==> config.mk <==
export PLATFORM = sky130hd
export DESIGN_NAME = interval_room_assigner
export DESIGN_NICKNAME = d
export VERILOG_FILES = /design/src/design/ira_pkg.sv /design/src/design/ira_datapath.sv /design/src/design/ira_controller.sv /design/src/design/interval_room_assigner.sv
export SDC_FILE = /design/constraint.sdc
export NUM_CORES = 2
export LEC_CHECK = 0
export ABC_AREA = 1
export BUFFER_PORTS_ARGS = -buffer_cell sky130_fd_sc_hd__buf_4
export CAP_MARGIN = 20
export CORE_ASPECT_RATIO = 1.1
export CORE_MARGIN = 4
export CORE_UTILIZATION = 50
export CTS_BUF_LIST = sky130_fd_sc_hd__clkbuf_8 sky130_fd_sc_hd__clkbuf_16
export DETAILED_ROUTE_END_ITERATION = 16
export PLACE_DENSITY_LB_ADDON = 0.1
export SLEW_MARGIN = 0
export SYNTH_ARGS = -nofsm -noshare
export SYNTH_HDL_FRONTEND = slang
export SYNTH_SLANG_ARGS = --single-unit
==> constraint.sdc <==
create_clock -name clock -period 9.2 [get_ports clock]
set_input_delay 1.84 -clock clock [delete_from_list [all_inputs] [get_ports clock]]
set_output_delay 1.84 -clock clock [all_outputs]
set_load 0.02 [all_outputs]
==> src/design/ira_pkg.sv <==
`default_nettype none
package ira_pkg;
   localparam int TimeWidth = 31;
   localparam int RoomWidth = 6;
   localparam int IndexWidth = 5;

   typedef enum logic [2:0] {
      ST_LOAD,
      ST_PICK,
      ST_ROOM,
      ST_DECIDE,
      ST_EMIT
   } state_type;

   typedef struct packed {
      logic load;
      logic close;
      logic pick_step;
      logic room_init;
      logic room_step;
      logic decide;
      logic emit_step;
   } cmd_type;

   typedef struct packed {
      logic batch_done;
      logic pick_done;
      logic room_done;
      logic last_pick;
      logic emit_done;
   } status_type;
endpackage
`default_nettype wire

==> src/design/ira_datapath.sv <==
`default_nettype none
module ira_datapath import ira_pkg::*; #(
   parameter int MAX_ITEMS = 32
) (
   input  wire logic                  clock,
   input  wire logic                  reset,
   input  wire cmd_type               cmd,
   output status_type                 status,
   input  wire logic [TimeWidth-1:0]  req_start_time,
   input  wire logic [TimeWidth-1:0]  req_end_time,
   input  wire logic                  req_is_last,
   output logic                       rsp_valid,
   output logic [IndexWidth-1:0]      rsp_item_index,
   output logic [RoomWidth-1:0]       rsp_room,
   output logic [RoomWidth-1:0]       rsp_room_total,
   output logic                       rsp_last_result
);
   localparam int AW = (MAX_ITEMS > 1) ? $clog2(MAX_ITEMS) : 1;
   localparam int CBITS = $clog2(MAX_ITEMS + 1);
   localparam int CW = (CBITS > RoomWidth) ? CBITS : RoomWidth;

   logic [TimeWidth-1:0] starts_mem [MAX_ITEMS];
   logic [TimeWidth-1:0] ends_mem   [MAX_ITEMS];
   logic [TimeWidth-1:0] free_mem   [MAX_ITEMS];
   logic [RoomWidth-1:0] room_mem   [MAX_ITEMS];

   logic [CW-1:0]         count_ff, count_in;
   logic [CW-1:0]         rooms_ff, rooms_in;
   logic [CW-1:0]         k_ff, k_in;
   logic [CW-1:0]         x_ff, x_in;
   logic [CW-1:0]         r_ff, r_in;
   logic                  first_ff, first_in;
   logic                  found_ff, found_in;
   logic [TimeWidth-1:0]  sel_start_ff, sel_start_in;
   logic [AW-1:0]         sel_idx_ff, sel_idx_in;
   logic [TimeWidth-1:0]  last_start_ff, last_start_in;
   logic [AW-1:0]         last_idx_ff, last_idx_in;
   logic [TimeWidth-1:0]  best_t_ff, best_t_in;
   logic [CW-1:0]         best_r_ff, best_r_in;
   logic                  rsp_valid_ff, rsp_valid_in;
   logic [IndexWidth-1:0] rsp_index_ff, rsp_index_in;
   logic [RoomWidth-1:0]  rsp_room_ff, rsp_room_in;
   logic [RoomWidth-1:0]  rsp_total_ff, rsp_total_in;
   logic                  rsp_last_ff, rsp_last_in;

   logic [TimeWidth-1:0]  starts_rd_ff;
   logic [TimeWidth-1:0]  ends_rd_ff;
   logic [TimeWidth-1:0]  free_rd_ff;
   logic [RoomWidth-1:0]  room_rd_ff;

   logic [CW-1:0] x_prev;
   logic          eligible;
   logic          reuse;
   logic [CW-1:0] free_wa;
   logic [CW-1:0] room_num;

   // read data is registered behind the address, so compare entry x-1
   assign x_prev = x_ff - CW'(1);
   // next in start order: strictly after the last pick by (start, index)
   assign eligible = first_ff || (starts_rd_ff > last_start_ff) ||
                     ((starts_rd_ff == last_start_ff) && (x_prev[AW-1:0] > last_idx_ff));
   assign reuse = (rooms_ff != '0) && (best_t_ff <= sel_start_ff);
   assign free_wa = reuse ? best_r_ff : rooms_ff;
   assign room_num = free_wa + CW'(1);

   always_ff @(posedge clock) begin
      if (cmd.load) begin
         starts_mem[count_ff[AW-1:0]] <= req_start_time;
         ends_mem[count_ff[AW-1:0]]   <= req_end_time;
      end
      starts_rd_ff <= starts_mem[x_ff[AW-1:0]];
      ends_rd_ff <= ends_mem[sel_idx_ff];
   end

   always_ff @(posedge clock) begin
      if (cmd.decide) begin
         free_mem[free_wa[AW-1:0]] <= ends_rd_ff;
         room_mem[sel_idx_ff] <= room_num[RoomWidth-1:0];
      end
      free_rd_ff <= free_mem[r_ff[AW-1:0]];
      room_rd_ff <= room_mem[x_ff[AW-1:0]];
   end

   always_comb begin
      count_in = count_ff;
      rooms_in = rooms_ff;
      k_in = k_ff;
      x_in = x_ff;
      r_in = r_ff;
      first_in = first_ff;
      found_in = found_ff;
      sel_start_in = sel_start_ff;
      sel_idx_in = sel_idx_ff;
      last_start_in = last_start_ff;
      last_idx_in = last_idx_ff;
      best_t_in = best_t_ff;
      best_r_in = best_r_ff;
      rsp_valid_in = 1'b0;
      rsp_index_in = rsp_index_ff;
      rsp_room_in = rsp_room_ff;
      rsp_total_in = rsp_total_ff;
      rsp_last_in = rsp_last_ff;
      if (cmd.load) count_in = count_ff + CW'(1);
      if (cmd.close) begin
         k_in = '0;
         rooms_in = '0;
         x_in = '0;
         first_in = 1'b1;
         found_in = 1'b0;
      end
      if (cmd.pick_step) begin
         if (x_ff != '0 && eligible && (!found_ff || starts_rd_ff < sel_start_ff)) begin
            found_in = 1'b1;
            sel_start_in = starts_rd_ff;
            sel_idx_in = x_prev[AW-1:0];
         end
         x_in = x_ff + CW'(1);
      end
      if (cmd.room_init) r_in = '0;
      if (cmd.room_step) begin
         // strict compare keeps the lowest room on equal ends
         if (r_ff != '0 && (r_ff == CW'(1) || free_rd_ff < best_t_ff)) begin
            best_t_in = free_rd_ff;
            best_r_in = r_ff - CW'(1);
         end
         r_in = r_ff + CW'(1);
      end
      if (cmd.decide) begin
         if (!reuse) rooms_in = rooms_ff + CW'(1);
         first_in = 1'b0;
         found_in = 1'b0;
         last_start_in = sel_start_ff;
         last_idx_in = sel_idx_ff;
         k_in = k_ff + CW'(1);
         x_in = '0;
      end
      if (cmd.emit_step) begin
         if (x_ff != '0) begin
            rsp_valid_in = 1'b1;
            rsp_index_in = x_prev[IndexWidth-1:0];
            rsp_room_in = room_rd_ff;
            rsp_total_in = rooms_ff[RoomWidth-1:0];
            rsp_last_in = (x_ff == count_ff);
         end
         x_in = x_ff + CW'(1);
         if (x_ff == count_ff) count_in = '0;
      end
   end

   always_ff @(posedge clock) begin
      if (reset) begin
         count_ff <= '0;
         rooms_ff <= '0;
         rsp_valid_ff <= 1'b0;
      end else begin
         count_ff <= count_in;
         rooms_ff <= rooms_in;
         rsp_valid_ff <= rsp_valid_in;
      end
      k_ff <= k_in;
      x_ff <= x_in;
      r_ff <= r_in;
      first_ff <= first_in;
      found_ff <= found_in;
      sel_start_ff <= sel_start_in;
      sel_idx_ff <= sel_idx_in;
      last_start_ff <= last_start_in;
      last_idx_ff <= last_idx_in;
      best_t_ff <= best_t_in;
      best_r_ff <= best_r_in;
      rsp_index_ff <= rsp_index_in;
      rsp_room_ff <= rsp_room_in;
      rsp_total_ff <= rsp_total_in;
      rsp_last_ff <= rsp_last_in;
   end

   assign rsp_valid = rsp_valid_ff;
   assign rsp_item_index = rsp_index_ff;
   assign rsp_room = rsp_room_ff;
   assign rsp_room_total = rsp_total_ff;
   assign rsp_last_result = rsp_last_ff;

   always_comb begin
      status.batch_done = req_is_last || (count_ff + CW'(1) == CW'(MAX_ITEMS));
      status.pick_done = (x_ff == count_ff);
      status.room_done = (r_ff == rooms_ff);
      status.last_pick = (k_ff + CW'(1) == count_ff);
      status.emit_done = (x_ff == count_ff);
   end
endmodule
`default_nettype wire

==> src/design/ira_controller.sv <==
`default_nettype none
module ira_controller import ira_pkg::*; (
   input  wire logic       clock,
   input  wire logic       reset,
   input  wire logic       start,
   output logic            busy,
   input  wire status_type status,
   output cmd_type         cmd
);
   state_type state_ff, state_in;

   always_comb begin
      state_in = state_ff;
      unique case (state_ff)
         ST_LOAD:
            if (start && status.batch_done) state_in = ST_PICK;
         ST_PICK:
            if (status.pick_done) state_in = ST_ROOM;
         ST_ROOM:
            if (status.room_done) state_in = ST_DECIDE;
         ST_DECIDE:
            if (status.last_pick) state_in = ST_EMIT;
            else state_in = ST_PICK;
         ST_EMIT:
            if (status.emit_done) state_in = ST_LOAD;
         default: state_in = ST_LOAD;
      endcase
   end

   always_comb begin
      cmd = '0;
      busy = (state_ff != ST_LOAD);
      unique case (state_ff)
         ST_LOAD: begin
            cmd.load = start;
            cmd.close = start && status.batch_done;
         end
         ST_PICK: begin
            cmd.pick_step = 1'b1;
            cmd.room_init = status.pick_done;
         end
         ST_ROOM: cmd.room_step = 1'b1;
         ST_DECIDE: cmd.decide = 1'b1;
         ST_EMIT: cmd.emit_step = 1'b1;
         default: ;
      endcase
   end

   always_ff @(posedge clock) begin
      if (reset) begin
         state_ff <= ST_LOAD;
      end else begin
         state_ff <= state_in;
      end
   end
endmodule
`default_nettype wire

==> src/design/interval_room_assigner.sv <==
// channel | ports                                   | handshake
// input   | req_start_time req_end_time req_is_last | start & !busy
// result  | rsp_item_index rsp_room rsp_room_total  | rsp_valid, one cycle
//         | rsp_last_result                         |
// Loading stores one item per start while idle; the closing item (last flag or full store) raises busy.
// For each interval the block scans the stored starts for the next one in start order,
// scans the open rooms for the earliest free one, then reuses it if free or opens a new room.
// Results then leave back to back, the last one as busy drops.
// Sync reset clears item and room counts, returns to loading; the receiver cannot stall.
`default_nettype none
module interval_room_assigner import ira_pkg::*; #(
   parameter int MAX_ITEMS = 32
) (
   input  wire logic                  clock,
   input  wire logic                  reset,
   input  wire logic                  start,
   output logic                       busy,
   input  wire logic [TimeWidth-1:0]  req_start_time,
   input  wire logic [TimeWidth-1:0]  req_end_time,
   input  wire logic                  req_is_last,
   output logic                       rsp_valid,
   output logic [IndexWidth-1:0]      rsp_item_index,
   output logic [RoomWidth-1:0]       rsp_room,
   output logic [RoomWidth-1:0]       rsp_room_total,
   output logic                       rsp_last_result
);
   cmd_type    cmd;
   status_type status;

   ira_controller u_ctrl (
      .clock(clock), .reset(reset), .start(start), .busy(busy),
      .status(status), .cmd(cmd)
   );

   ira_datapath #(.MAX_ITEMS(MAX_ITEMS)) u_dp (
      .clock(clock), .reset(reset), .cmd(cmd), .status(status),
      .req_start_time(req_start_time), .req_end_time(req_end_time),
      .req_is_last(req_is_last), .rsp_valid(rsp_valid),
      .rsp_item_index(rsp_item_index), .rsp_room(rsp_room),
      .rsp_room_total(rsp_room_total), .rsp_last_result(rsp_last_result)
   );
endmodule
`default_nettype wire

# Yosys cells after proc, flatten, opt, wreduce, memory -nomap -nowiden
# Memories as Yosys holds them, arrays and structs flattened. A register that Yosys moved wholly into a read port is not among the register bits.
# Index checks and enable logic that the tools add are counted.
word_totals:
  in_bits: 66
  wordCells: 109
  regBits: 163
  ram_bits: 3168
  output_inout_bits: 20
  n_memories: 4
op_classes:
  bitwise: 1
  n_eq_ne: 14
  reduce_logical: 25
  muxes: 33
  magnitude_cmp: 5
  addsub: 8
memory_table:
  columns: ["name", "depth", "word_bits", "read_ports", "rd_ports_with_merged_regs", "write_ports", "line_no", "rtl"]
  rows:
  - ["u_dp.ends_mem", 32, 31, 1, 1, 1, "ira_datapath.sv:23", "logic [TimeWidth-1:0] ends_mem [MAX_ITEMS];"]
  - ["u_dp.free_mem", 32, 31, 1, 1, 1, "ira_datapath.sv:24", "logic [TimeWidth-1:0] free_mem [MAX_ITEMS];"]
  - ["u_dp.starts_mem", 32, 31, 1, 1, 1, "ira_datapath.sv:22", "logic [TimeWidth-1:0] starts_mem [MAX_ITEMS];"]
  - ["u_dp.room_mem", 32, 6, 1, 1, 1, "ira_datapath.sv:25", "logic [RoomWidth-1:0] room_mem [MAX_ITEMS];"]
ops:
  columns: ["op", "n"]
  rows:
  - ["$mux W6", 14]
  - ["$lt A31 B31 Y1", 2]
  - ["$add A6 B1 Y6 const B", 6]
  - ["$eq A31 B31 Y1", 1]
  - ["$gt A31 B31 Y1", 1]
  - ["$le A31 B31 Y1", 1]
  - ["$eq A6 B6 Y1", 3]
  - ["$reduce_bool A6 Y1", 3]
  - ["$mux W3", 5]
  - ["$pmux W3 S5", 1]
  - ["$mux W1", 11]
  - ["$eq A3 B2 Y1 const B", 2]
  - ["$eq A6 B1 Y1 const B", 1]
  - ["$eq A6 B6 Y1 const B", 1]
  - ["$logic_and A1 B1 Y1", 6]
  - ["$ne A2 B1 Y1 const B", 3]
  - ["$reduce_and A2 Y1", 3]
  - ["$sub A6 B1 Y6 const B", 1]
  - ["$gt A5 B5 Y1", 1]
  - ["$logic_or A1 B1 Y1", 5]
  - ["$sub A5 B1 Y5 const B", 1]
  - ["$mux W2", 2]
  - ["$reduce_and A4 Y1", 1]
  - ["$reduce_bool A2 Y1", 2]
  - ["other kinds (9)", 9]

# Depth between registers and ports, before layout
depth:
  word_depth: 9
  ltp_mapped: 19
  depth_no_buf: 19

# Hierarchy
# Synthesis repeated with hierarchy kept, for this count alone.
unflattened:
  cells_unflattened: 9227
  area_unflattened_um2: 132025.4
modules_own_cells:
  columns: ["module", "instances", "area_each_um2", "cells_per_inst", "seq_area_each_um2"]
  rows:
  - ["ira_datapath", 1, 131800.2, 9188, 101767.6]
  - ["ira_controller", 1, 225.2, 39, 60.1]

# Least setup slack after synthesis
# OpenSTA, ideal clock, no wires.
synth_path:
  kind: "input to register"
  startpoint: "in start"
  endpoint: "mem u_dp.ends_mem[11][0] (enable)"
  setup_time_ps: 559
  t_required_ps: 8641
  path_stages: 4
  setup_slack_ps: 2156
  arrival_time_ps: 6485
  n_path_buf: 0
  path_cell_list: "nand2_1 > clkinv_1 > nand3_1 > nor3_1"
synth_between:
  elab_chain_len: 3
synth_rtl:
  columns: ["element", "line_no", "rtl"]
  rows:
  - ["start: declaration", "interval_room_assigner.sv:16", "input wire logic start,"]
  - ["$mux W2", "ira_controller.sv:33", "unique case (state_ff)"]
  - ["$mux W1", "ira_datapath.sv:67", "if (cmd.load) begin"]
  - ["$mux W1 (implied by the code)", "ira_datapath.sv:69", "ends_mem[count_ff[AW-1:0]] <= req_end_time;"]
  - ["end: declaration", "ira_datapath.sv:23", null]
# No other way between the ends.

# Worst setup path after layout
layout_path:
  startpoint: "reg u_dp.best_t_ff[30]"
  endpoint: "mem u_dp.free_mem[0][18] (enable)"
layout_between:
  elab_chain_len: 3
layout_rtl:
  columns: ["element", "line_no", "rtl"]
  rows:
  - ["start: declaration", "ira_datapath.sv:38", "logic [TimeWidth-1:0] best_t_ff, best_t_in;"]
  - ["start signal: assignment", "ira_datapath.sv:169", "best_t_ff <= best_t_in;"]
  - ["$le A31 B31 Y1", "ira_datapath.sv:62", "assign reuse = (rooms_ff != '0) && (best_t_ff <= sel_start_ff);"]
  - ["$logic_and A1 B1 Y1", "ira_datapath.sv:62", null]
  - ["$mux W6", "ira_datapath.sv:63", "assign free_wa = reuse ? best_r_ff : rooms_ff;"]
  - ["end: declaration", "ira_datapath.sv:24", null]
# No other way between the ends.

==> impl_results.md <==
- Async set or reset register ratio after synthesis: 0%
- Detailed-route DRC error count: 0
- Tmin final: 4535 ps
- Int Pwr: 27.32 mW
- Final net count: 9438
- Startpoint types: flop
- Hold Violations, Final: 0
- Placed Area: 0.1365 mm2
- Initial antenna violation count: 16
- Die H: ~550 um
- Post-synthesis sequential area ratio: 77.27%
- Mapped Area: 0.1318 mm2
- Global-route wire length before repair: 548.2 mm
- Max-Cap Viols: 0
- Count of pins over their slew limit: 0
- Worst Hold Class: reg -> reg
- PostCTS Resize Cnt: 0
- Reg power frac: between 40% and 50%
- Count of different cell masters after synthesis: 50
- CTS clk-pin slew, worst paths: 70 ps
- # IOs: 86
- Largest net degree at the start of global routing: 177
- Post-synthesis sequential element count: 3430
- PortBufs: 85
- Syn Nets: 9413
- Syn_area_per_cell: ~14 um2
- Die span in x: 497.5 um
- Outcome: completed
- Post-CTS setup buffer count: 0
- Fin crit share: 49.30%
- Gr ovfl total: 0
- RSZ-0062 raised after global routing: false
- Max IR drop VDD: 0.0001660 V
- P_leak: slightly below 50 nW
- Initial Util: 50.30%
- Worst-margin pin slew: 1154 ps
- CTS Buf Count: 348
- Synthesis Warnings: 0
- DRT Pass-1 Iters: 6
- Crit path DAT: 5030 ps
- Hold buffer count at CTS: 0
- Core footprint: 0.2620 mm2
- Worst-Skew Late Latency: 900 ps
- Post-Layout Inst Area: 0.1476 mm2
- Slew margin rel.: between 20% and 30%
- CTS sink cnt: 3430
- Most common cell in the netlist: edfxtp_1
- Switching power: 10.59 mW
- Cells after Synth: 9202
- Main synth FF type: edfxtp_1
- CP endpoint kind: flop
- Flop2flop setup slack: 4660 ps
- Combinational Power Share: 14.2%
- CTS Buffer Depth: 4
- Sw Share: 27.92%
- Layout cells sized above 1: 9.374%
- Cell taking the most area after synthesis: edfxtp_1
- Synth-to-layout area growth: 12.01%
- Final GP Congestion: 0.8285
- Vias per cell: 6.213
- Num rows: 197
- WL/cell: 29.18 um
- Vias post-DR: 80764
- Setup violators final: 0
- Top post-synthesis cells by count: edfxtp_1, nor2_1, o21ai_0
- Setup CP Type: reg -> reg
- Yosys top cell area share: 75.49%
- Total wire length: 379.3 mm
- DP HPWL: 214.1 mm
- Fillers: 20805
- H-Tree Depth: 5
- CP required: between 9000 and 10000 ps
- PD cells: 256.8 mW/mm2
- Top post-synthesis cells by area: edfxtp_1, o21ai_0, nor2_1, a22oi_1, o22ai_1
- Detail Route Antenna Nets: 0
- Detailed router's first-iteration violation count: slightly below 10000
- Clock group share of total power: a little over a third
- Vias in the first global route: roughly 80000
- Worst Clk Skew: 68.52 ps
- GRT Util Overall: roughly 27%
- Die footprint: 0.2719 mm2
- Final setup TNS: 0 ps
- Root cell of the clock tree: clkbuf_16
- Peak Freq: 220.5 MHz
- CTS tree: done
- Critical-path maximum fanout: 31
- Post-synth EDFFs: 3313
==> per-stage QoR <==
stage	total power [mW]	instances	hold slack, ps	util (%)	worst slack, ps
final	37.91	13000	405.0	56.34	4665
after floorplan	21.79	9202	385.5	-	2156
after CTS	38.06	12982	405.7	56.28	3830
after detailed placement	24.48	12354	391.0	52.09	3889
after global placement	24.42	12349	394.6	52.06	3988
after global routing	39.25	12995	413.6	56.34	4366
==> kinds of logic (layout without fill, tap and decap cells) <==
family                     after synthesis  count (layout)  synth area share [%]
and+or+nand+nor                       2100            2100                 6.475
xor gates and xnor gates                27              27                0.1794
DFF                                   3430            3430                 77.27
other                                    0              13                     0
buffers and inverters                  824            1127                 2.503
AOI/OAI and AO/OA                     2676            2676                 12.20
adders and majority gates              145             145                 1.377
==> routing by layer <==
metal  share of wire [%]  up-vias  wire length (um)  global-route usage, %
met5               0.012        -                46                      0
met1                  41    41395            157100                  38.75
met4                 2.6        6              9991                  7.154
li1                    -    35188                 -                      -
met2                  48     3662            182100                  43.86
met3                 7.9      513             30110                  4.216
==> placed cells by master, fill, tap and decap left out, drive strengths merged, types with 27 or more instances in the layout <==
master	synthesis	routed
bufinv	0	27
a22o	30	30
nand3	118	118
a22oi	496	496
o211ai	61	61
buf	168	257
inv	239	345
nor2	1257	1257
o22ai	454	454
nand4	75	75
ha	145	145
o221ai	95	95
nor3	37	37
edfxtp	3313	3313
a211oi	35	35
clkbuf	414	366
clkinv	3	127
a21oi	306	306
nor4	30	30
nand2	544	544
dfxtp	117	117
o21ai	1146	1146
or2	28	28
==> power groups by stage <==
stage / combinational (mW) / sequential, mW / clock, mW
after floorplan: 2.90 / 18.9 / 0
after CTS: 5.35 / 18.8 / 13.9
after detailed placement: 5.33 / 19.1 / 0
after global placement: 5.28 / 19.1 / 0
after global routing: 5.80 / 18.9 / 14.6
final: 5.37 / 18.8 / 13.7
==> state kept, by name, summed over array words and instances, names as in the netlist, 31 cells and up <==
name,cells
u_dp.ends_rd_ff,31
u_dp.free_mem,992
u_dp.sel_start_ff,31
u_dp.starts_mem,992
u_dp.free_rd_ff,31
u_dp.last_start_ff,31
u_dp.room_mem,192
u_dp.best_t_ff,31
u_dp.ends_mem,992
u_dp.starts_rd_ff,31
==> cell type report <==
cell class / count / area [um2] / share of cell area [%]
clock inverters: 262 / 1952 / 1.322
inverters: 242 / 953.4 / 0.6459
clock buffers: 366 / 9035 / 6.120
repair buffers: 257 / 2168 / 1.469
well taps: 3482 / 4357 / 2.951
flip-flops and latches: 3430 / 101800 / 68.99
diodes: 13 / 32.53 / 0.02204
multi-input cells: 4948 / 27270 / 18.48
==> critical path, stage by stage, from the launching register on <==
cell and delay (ps):
edfxtp_1 410, ha_1 320, nand2_1 60, nor2_1 180, nand4_1 220, nor2_2 230
nand4_2 220, nand2_4 190, nand2_4 110, nand2_1 90, nand2_1 140, inv_1 230
ha_1 180, nand2_1 460, nor2_4 1080
==> path summary, 6_finish.rpt <==
| kind | cells past startpoint | end | from |
|---|---|---|---|
| setup / recovery | 14 | u_dp.free_mem[0][18]$_DFFE_PP_ | u_dp.best_t_ff[30]$_DFFE_PP_ |
| setup reg to reg | 14 | u_dp.free_mem[0][18]$_DFFE_PP_ | u_dp.best_t_ff[30]$_DFFE_PP_ |
| hold / removal | 0 | u_dp.rsp_room[1]$_DFFE_PP_ | u_dp.room_rd_ff[1]$_DFF_P_ |
| hold reg to reg | 0 | u_dp.rsp_room[1]$_DFFE_PP_ | u_dp.room_rd_ff[1]$_DFF_P_ |
No activity file was read; power rests on OpenSTA's default activity.
